**src/rtl/cxpd_pkg.sv**
```systemverilog
// ---------------------------------------------------------------------------
// cxpd_pkg
// Shared types and constants for the chained XOR PackBits decoder.
// ---------------------------------------------------------------------------
package cxpd_pkg;

   // Input operation codes.
   localparam logic OP_RESTART = 1'b0;
   localparam logic OP_DATA    = 1'b1;

   // PackBits header boundary and run length base.
   localparam logic [8:0] RUN_BASE = 9'd257;

   // Decoder phase, one-hot.
   typedef enum logic [2:0] {
      PH_HEADER  = 3'b001,
      PH_LITERAL = 3'b010,
      PH_RUN     = 3'b100
   } phase_type;

   // Contents of the input register.
   typedef struct packed {
      logic       valid;
      logic       operation;
      logic [7:0] data_byte;
   } stage_type;

endpackage

```
**src/rtl/cxpd_req_if.sv**
```systemverilog
// ---------------------------------------------------------------------------
// cxpd_req_if
// Request channel: one operation and one stream byte per beat.
// ---------------------------------------------------------------------------
interface cxpd_req_if;
   logic       valid;
   logic       ready;
   logic       operation;
   logic [7:0] data_byte;

   modport source (output valid, output operation, output data_byte, input ready);
   modport sink   (input valid, input operation, input data_byte, output ready);
endinterface

```
**src/rtl/cxpd_rsp_if.sv**
```systemverilog
// ---------------------------------------------------------------------------
// cxpd_rsp_if
// Response channel: one decoded byte and its repeat count per beat.
// ---------------------------------------------------------------------------
interface cxpd_rsp_if;
   logic       valid;
   logic       ready;
   logic [7:0] out_byte;
   logic [7:0] repeat_count;

   modport source (output valid, output out_byte, output repeat_count, input ready);
   modport sink   (input valid, input out_byte, input repeat_count, output ready);
endinterface

```
**src/rtl/cxpd_input_stage.sv**
```systemverilog
// ---------------------------------------------------------------------------
// cxpd_input_stage
// Input register that captures one request beat and holds it until the
// decoder consumes it.
// ---------------------------------------------------------------------------
module cxpd_input_stage (
   input  logic                clock,
   input  logic                reset,
   input  logic                in_valid,
   input  logic                in_operation,
   input  logic [7:0]          in_data_byte,
   output logic                in_ready,
   input  logic                advance,
   output cxpd_pkg::stage_type stage
);

   cxpd_pkg::stage_type stage_ff, stage_in;

   // The register is free when empty or when its item leaves this cycle.
   assign in_ready = !stage_ff.valid || advance;

   // Next contents of the register.
   always_comb begin
      stage_in = stage_ff;
      if (in_ready) begin
         stage_in.valid     = in_valid;
         stage_in.operation = in_operation;
         stage_in.data_byte = in_data_byte;
      end
   end

   // Only the valid bit needs a reset.
   always_ff @(posedge clock) begin
      if (reset) begin
         stage_ff.valid <= 1'b0;
      end else begin
         stage_ff.valid <= stage_in.valid;
      end
      stage_ff.operation <= stage_in.operation;
      stage_ff.data_byte <= stage_in.data_byte;
   end

   assign stage = stage_ff;

endmodule

```
**src/rtl/cxpd_unscramble.sv**
```systemverilog
// ---------------------------------------------------------------------------
// cxpd_unscramble
// Chained XOR unscrambler with bypass register and chain byte.
// ---------------------------------------------------------------------------
module cxpd_unscramble (
   input  logic                clock,
   input  logic                reset,
   input  logic                csr_write_enable,
   input  logic                csr_write_data,
   input  cxpd_pkg::stage_type stage,
   input  logic                advance,
   output logic [7:0]          plain_byte
);

   logic       decrypt_enable_ff;
   logic [7:0] chain_ff, chain_in;

   // The chain follows the ciphertext on every consumed beat, also in
   // bypass, and a restart loads the seed the same way.
   assign chain_in = advance ? stage.data_byte : chain_ff;

   assign plain_byte = decrypt_enable_ff ? (stage.data_byte ^ chain_ff) : stage.data_byte;

   // Configuration register and chain byte.
   always_ff @(posedge clock) begin
      if (reset) begin
         decrypt_enable_ff <= 1'b1;
         chain_ff          <= 8'd0;
      end else begin
         if (csr_write_enable) begin
            decrypt_enable_ff <= csr_write_data;
         end
         chain_ff <= chain_in;
      end
   end

endmodule

```
**src/rtl/cxpd_rle_decode.sv**
```systemverilog
// ---------------------------------------------------------------------------
// cxpd_rle_decode
// PackBits phase tracking and the registered response beat.
// ---------------------------------------------------------------------------
module cxpd_rle_decode (
   input  logic                clock,
   input  logic                reset,
   input  cxpd_pkg::stage_type stage,
   input  logic [7:0]          plain_byte,
   output logic                advance,
   cxpd_rsp_if.source          rsp_chan
);

   cxpd_pkg::phase_type phase_ff, phase_in;
   logic [7:0]          count_ff, count_in;
   logic                rsp_valid_ff, rsp_valid_in;
   logic [7:0]          out_byte_ff, out_byte_in;
   logic [7:0]          repeat_ff, repeat_in;
   logic                is_data;
   logic                needs_out;
   logic                out_free;
   logic                load;
   logic [7:0]          count_dec;

   assign is_data   = stage.valid && (stage.operation == cxpd_pkg::OP_DATA);
   assign needs_out = is_data &&
                      ((phase_ff == cxpd_pkg::PH_LITERAL) || (phase_ff == cxpd_pkg::PH_RUN));
   assign out_free  = !rsp_valid_ff || rsp_chan.ready;
   assign advance   = stage.valid && (!needs_out || out_free);
   assign load      = advance && needs_out;
   assign count_dec = count_ff - 8'd1;

   // Phase and count update for the consumed beat.
   always_comb begin
      phase_in    = phase_ff;
      count_in    = count_ff;
      out_byte_in = out_byte_ff;
      repeat_in   = repeat_ff;
      if (advance) begin
         if (stage.operation == cxpd_pkg::OP_RESTART) begin
            phase_in = cxpd_pkg::PH_HEADER;
            count_in = 8'd0;
         end else begin
            case (phase_ff)
               cxpd_pkg::PH_LITERAL: begin
                  out_byte_in = plain_byte;
                  repeat_in   = 8'd1;
                  count_in    = count_dec;
                  if (count_dec == 8'd0) begin
                     phase_in = cxpd_pkg::PH_HEADER;
                  end
               end
               cxpd_pkg::PH_RUN: begin
                  out_byte_in = plain_byte;
                  repeat_in   = count_ff;
                  count_in    = 8'd0;
                  phase_in    = cxpd_pkg::PH_HEADER;
               end
               default: begin
                  // Header byte: the top bit picks a run or a literal group.
                  if (plain_byte[7]) begin
                     count_in = 8'(cxpd_pkg::RUN_BASE - {1'b0, plain_byte});
                     phase_in = cxpd_pkg::PH_RUN;
                  end else begin
                     count_in = plain_byte + 8'd1;
                     phase_in = cxpd_pkg::PH_LITERAL;
                  end
               end
            endcase
         end
      end
   end

   // The response beat stays until taken; a new one loads only when free.
   always_comb begin
      rsp_valid_in = rsp_valid_ff;
      if (load) begin
         rsp_valid_in = 1'b1;
      end else if (rsp_chan.ready) begin
         rsp_valid_in = 1'b0;
      end
   end

   always_ff @(posedge clock) begin
      if (reset) begin
         phase_ff     <= cxpd_pkg::PH_HEADER;
         count_ff     <= 8'd0;
         rsp_valid_ff <= 1'b0;
      end else begin
         phase_ff     <= phase_in;
         count_ff     <= count_in;
         rsp_valid_ff <= rsp_valid_in;
      end
      out_byte_ff <= out_byte_in;
      repeat_ff   <= repeat_in;
   end

   assign rsp_chan.valid        = rsp_valid_ff;
   assign rsp_chan.out_byte     = out_byte_ff;
   assign rsp_chan.repeat_count = repeat_ff;

endmodule

```
**src/rtl/chained_xor_packbits_decoder_unit.sv**
```systemverilog
// ---------------------------------------------------------------------------
// chained_xor_packbits_decoder_unit
// Chained XOR unscrambler followed by a PackBits run-length decoder.
// ---------------------------------------------------------------------------
//  Channel   Direction  Beat contents
//  req_chan  in         operation (restart / data), data_byte
//  rsp_chan  out        out_byte, repeat_count (1 to 129)
//  csr_*     in         decrypt_enable write, no read-back
//
// One request beat is taken every cycle while the response channel does not
// stall; a byte that yields a response is held in the input register first
// and reaches rsp_chan at the edge that takes it out of that register.
// The rate is set by the single phase and count update of the decoder.
// Reset is synchronous and returns to expect-header with decryption on.
// A stalled response stops only beats that need a response slot; header
// and restart beats keep flowing past it.
// ---------------------------------------------------------------------------
module chained_xor_packbits_decoder_unit (
   input  logic       clock,
   input  logic       reset,
   cxpd_req_if.sink   req_chan,
   cxpd_rsp_if.source rsp_chan,
   input  logic       csr_write_enable,
   input  logic       csr_write_data
);

   cxpd_pkg::stage_type stage;
   logic                advance;
   logic [7:0]          plain_byte;

   // Input register.
   cxpd_input_stage u_input_stage (
      .clock        (clock),
      .reset        (reset),
      .in_valid     (req_chan.valid),
      .in_operation (req_chan.operation),
      .in_data_byte (req_chan.data_byte),
      .in_ready     (req_chan.ready),
      .advance      (advance),
      .stage        (stage)
   );

   // Unscrambler.
   cxpd_unscramble u_unscramble (
      .clock            (clock),
      .reset            (reset),
      .csr_write_enable (csr_write_enable),
      .csr_write_data   (csr_write_data),
      .stage            (stage),
      .advance          (advance),
      .plain_byte       (plain_byte)
   );

   // Run-length decoder and response register.
   cxpd_rle_decode u_rle_decode (
      .clock      (clock),
      .reset      (reset),
      .stage      (stage),
      .plain_byte (plain_byte),
      .advance    (advance),
      .rsp_chan   (rsp_chan)
   );

   // A response always carries a legal repeat count.
   a_count_range: assert property (@(posedge clock) disable iff (reset)
      rsp_chan.valid |-> (rsp_chan.repeat_count != 8'd0) && (rsp_chan.repeat_count <= 8'd129))
      else $error("repeat count out of range");

   // An empty input register always takes a beat.
   a_ready_when_empty: assert property (@(posedge clock) disable iff (reset)
      !stage.valid |-> req_chan.ready)
      else $error("input register empty but not ready");

   // A held item keeps its contents until the decoder consumes it.
   a_stage_hold: assert property (@(posedge clock) disable iff (reset)
      (stage.valid && !advance) |=> (stage.valid && $stable(stage.data_byte)
                                     && $stable(stage.operation)))
      else $error("input register changed while held");

endmodule
```
**src/flat_wrapper.sv**
```systemverilog
// flat-port wrapper written by rule: the top's interface ports become plain ports
module chained_xor_packbits_decoder_unit_flat 
  (clock, reset, csr_write_enable, csr_write_data, req_chan_valid, req_chan_operation, req_chan_data_byte, req_chan_ready, rsp_chan_valid, rsp_chan_out_byte, rsp_chan_repeat_count, rsp_chan_ready);
  cxpd_req_if req_chan_i ();
  cxpd_rsp_if rsp_chan_i ();
  input  logic clock;
  input  logic reset;
  input  logic csr_write_enable;
  input  logic csr_write_data;
  input wire logic [$bits(req_chan_i.valid)-1:0] req_chan_valid;
  input wire logic [$bits(req_chan_i.operation)-1:0] req_chan_operation;
  input wire logic [$bits(req_chan_i.data_byte)-1:0] req_chan_data_byte;
  output wire logic [$bits(req_chan_i.ready)-1:0] req_chan_ready;
  output wire logic [$bits(rsp_chan_i.valid)-1:0] rsp_chan_valid;
  output wire logic [$bits(rsp_chan_i.out_byte)-1:0] rsp_chan_out_byte;
  output wire logic [$bits(rsp_chan_i.repeat_count)-1:0] rsp_chan_repeat_count;
  input wire logic [$bits(rsp_chan_i.ready)-1:0] rsp_chan_ready;
  assign req_chan_i.valid = req_chan_valid;
  assign req_chan_i.operation = req_chan_operation;
  assign req_chan_i.data_byte = req_chan_data_byte;
  assign req_chan_ready = req_chan_i.ready;
  assign rsp_chan_valid = rsp_chan_i.valid;
  assign rsp_chan_out_byte = rsp_chan_i.out_byte;
  assign rsp_chan_repeat_count = rsp_chan_i.repeat_count;
  assign rsp_chan_i.ready = rsp_chan_ready;
  chained_xor_packbits_decoder_unit u_core (.clock(clock), .reset(reset), .req_chan(req_chan_i), .rsp_chan(rsp_chan_i), .csr_write_enable(csr_write_enable), .csr_write_data(csr_write_data));
endmodule
```
**config.mk**
```make
export PLATFORM = sky130hd
export DESIGN_NAME = chained_xor_packbits_decoder_unit_flat
export DESIGN_NICKNAME = d
export VERILOG_FILES = /design/src/rtl/cxpd_pkg.sv /design/src/rtl/cxpd_req_if.sv /design/src/rtl/cxpd_rsp_if.sv /design/src/rtl/cxpd_input_stage.sv /design/src/rtl/cxpd_unscramble.sv /design/src/rtl/cxpd_rle_decode.sv /design/src/rtl/chained_xor_packbits_decoder_unit.sv /design/src/flat_wrapper.sv
export SDC_FILE = /design/constraint.sdc
export NUM_CORES = 1
export LEC_CHECK = 0
export CORE_UTILIZATION = 55
export DETAILED_ROUTE_END_ITERATION = 12
export DONT_BUFFER_PORTS = 1
export PLACE_DENSITY_LB_ADDON = 0.08
export SKIP_CTS_REPAIR_TIMING = 1
export SLEW_MARGIN = 20
export SYNTH_ARGS = -nofsm -noshare
export SYNTH_HDL_FRONTEND = slang
export SYNTH_SLANG_ARGS = --single-unit
export TNS_END_PERCENT = 100
```
**constraint.sdc**
```tcl
create_clock -name clock -period 4.9 [get_ports clock]
set_clock_uncertainty 0.15 [all_clocks]
set_input_delay 0.98 -clock clock [delete_from_list [all_inputs] [get_ports clock]]
set_output_delay 0.98 -clock clock [all_outputs]
set_load 0.005 [all_outputs]
```
==> run summary <==
Critical path data required time - 3.77 ns
Post-Syn Nets - 298
Core Area - 4500 um2
Initial antenna violation count - 0
N_diodes - 0
Pin count of the biggest net entering global routing - 29
Crit Path Max Fanout - 10
Multi-input gate area - 1340 um2
Pwr/cell area - 281 nW/um2
Vias in the first global route - 1861
Initial core utilization - 58.9%
Syn Std Cell Area - 2650 um2
Leak Pwr - 0.000999 uW
H-tree Lvls - 2
Async set or reset register ratio after synthesis - 0%
Syn avg cell area - 9.55 um2
Die ar. - 5110 um2
Setup violations, final - 0
Final ANT Viol Nets - 0
Chip Width - 71.5 um
DR vias/cell - 6.45
Number of placement rows - 24
Fin crit period - 3.25 ns
Worst setup margin - 1.65 ns
DRC - 0
Post-route cell area - 2740 um2
CP Launch Point - u_core.u_rle_decode.phase_ff[2]
Placed inst area - 2650 um2
Synth cell types - 69
Worst-margin pin slew - 0.886 ns
Hpwl dp - 4170 um
Layout Area Growth over Synthesis - 3.11%
Clk_lat worst skew - 0.29 ns
Total GRT Usage - 23.4%
Clock Tree Root - clkbuf_8
Status - finished, final reports clean
CTS tree - yes
Worst slack, placed - 1.96 ns
Clock transition at path regs - 0.08 ns
Post-Syn Instances - 278
Critical path capture point - req_chan_ready
Initial DRC count - 188
Fin Hold WS - 0.308 ns
Max frequency - 0.308 GHz
Hold path startpoint - u_core.u_unscramble.chain_ff[5]
Clock sinks - 47
Main synth FF type - edfxtp_1
# port buffers - 0
CP endpoint kind - primary output
I/O pins - 33
Critical path class - reg -> out
Reg area - 1190 um2
Fillers - 395
Routed WL - 5610 um
Hold WC Path Type - reg -> reg
Slew Limit Fails - 0
Tcrit/Tclk final - 66.3%
RD Place Congestion - 0.875
VDD IR max - 186 uV
Die H - 71.5 um
Post-synth EDFFs - 25
R2R cell count - 7
GRT overflow - 0
DR vias - 2109
Worst Path Arrival - 2.12 ns
Warnings from Yosys - 0
TritonRoute pass-1 iters - 4
TNS Setup - 0 ns
Share of layout cells above drive strength 1 - 8.73%
DR WL/cell - 17.2 um
Clock Tree Buf Depth - 2
Register area share after synthesis - 44.9%
FF-to-FF End - u_core.u_rle_decode.count_ff[4]
Fin. Hold Viols - 0
R2r startpoint - u_core.u_unscramble.decrypt_enable_ff
CTS buffer count - 5
Relative slew slack - 40.8%
Max Cap Viol - 0
First-pass GRT wire length - 9180 um
Critical Path Start Type - flop
Nets - 294
Reg-to-reg setup timing slack - 2.12 ns
RSZ-0062 raised after global routing - no
Synth Register Bits - 47
[area by class of cell]
| class | instances | area share [%] |
|---|---|---|
| clock buffers | 6 | 2.65 |
| clock inverters | 2 | 0.457 |
| inverters | 11 | 1.51 |
| multi-input cells | 207 | 48.9 |
| flip-flops and latches | 47 | 43.5 |
| well taps | 52 | 2.38 |
| repair buffers | 2 | 0.549 |
[worst max-delay path: stages, from the launching register on]
cell and delay (ns):
dfxtp_1 0.42, nor3b_1 0.75, nor2_1 0.17, nor2_1 0.18, nand2_1 0.29
[synthesized netlist by cell type, types with 2 or more instances]
cell       number  area [um2]
o32ai_1         2        17.5
o21ai_0         9        45.0
or3b_1          3        26.3
nand3_1         7        35.0
and3b_1         5        43.8
mux2i_1         2        20.0
a21boi_0        5        37.5
a32o_1          2        20.0
a221oi_1        2        17.5
ha_1            5        62.6
dfxtp_1        22         440
inv_1          11        41.3
nor3_1          6        30.0
or3_1           4        25.0
or4_1           2        15.0
a21oi_1        20         100
edfxtp_1       25         751
nor4_1          5        31.3
o211ai_1        4        30.0
clkbuf_1        3        11.3
nor2b_1         4        25.0
nor2_1         17        63.8
nand2_1        30         113
xor2_1          7        61.3
a32oi_1         2        17.5
o22ai_1         4        25.0
buf_6           3        33.8
a211oi_1        2        15.0
buf_2           6        30.0
nand4_1         2        12.5
or2_2           5        31.3
o21ai_1         5        25.0
and3_1          2        12.5
o21bai_1        2        15.0
o2111ai_1       2        17.5
and2_1          4        25.0
a22oi_1         2        15.0
xnor2_1         3        26.3
a211o_1         2        17.5
[power by group]
part           total [uW]  internal (uW)  switching (uW)
registers             449            426            22.6
logic                96.4           42.7            53.7
clock network         223            100             123
[sequential cells by signal, summed over array words and instances, names as in the netlist]
signal                                     flops
u_core.u_unscramble.chain_ff                   8
u_core.u_rle_decode.rsp_chan.out_byte          8
u_core.u_unscramble.decrypt_enable_ff          1
u_core.u_rle_decode.rsp_chan.repeat_count      8
u_core.u_rle_decode.phase_ff                   3
u_core.u_input_stage.stage                    10
u_core.u_rle_decode.rsp_chan.valid             1
u_core.u_rle_decode.count_ff                   8
[how the worst min path moves through the flow]
stage,depth (start not counted),endpoint
6_report,2,u_core.u_unscramble.chain_ff[5]
5_1_grt,2,u_core.u_unscramble.chain_ff[5]
4_1_cts,2,u_core.u_unscramble.chain_ff[5]
3_3_place_gp,2,u_core.u_unscramble.chain_ff[6]
3_5_place_dp,2,u_core.u_unscramble.chain_ff[5]
2_1_floorplan,2,u_core.u_unscramble.chain_ff[5]
[placed cells by master (no fill, tap or decap), types with 6 or more instances in the layout]
master,n
nand3_1,7
edfxtp_1,25
nor3_1,6
nand2_1,30
a21oi_1,20
inv_1,11
nor2_1,17
xor2_1,7
dfxtp_1,22
o21ai_0,9
[per-layer routing]
layer	vias to the layer above	share of wire (%)	wire, um	track usage, %
met5	-	0	0	0
met4	0	2.3	131	8.50
met3	11	5.5	309	3.52
met2	89	44	2490	34.5
met1	980	48	2680	35.1
li1	1029	-	-	-
[through the flow]
stage | total power, uW | util [%] | instances
5_1_grt | 803 | 60.8 | 327
2_1_floorplan | 533 | - | 278
3_5_place_dp | 553 | 58.9 | 319
4_1_cts | 774 | 60.8 | 327
3_3_place_gp | 552 | 58.9 | 319
6_report | 769 | 60.8 | 327
[kinds of logic after synthesis]
logic type | Yosys count | share of synthesized area (%)
flops | 47 | 44.9
buf+inv | 24 | 4.67
simple gates | 110 | 23.4
compound gates | 80 | 20.7
fa+ha+maj | 5 | 2.36
xor+xnor | 10 | 3.30
mux | 2 | 0.754
No activity file was read; power rests on OpenSTA's default activity.
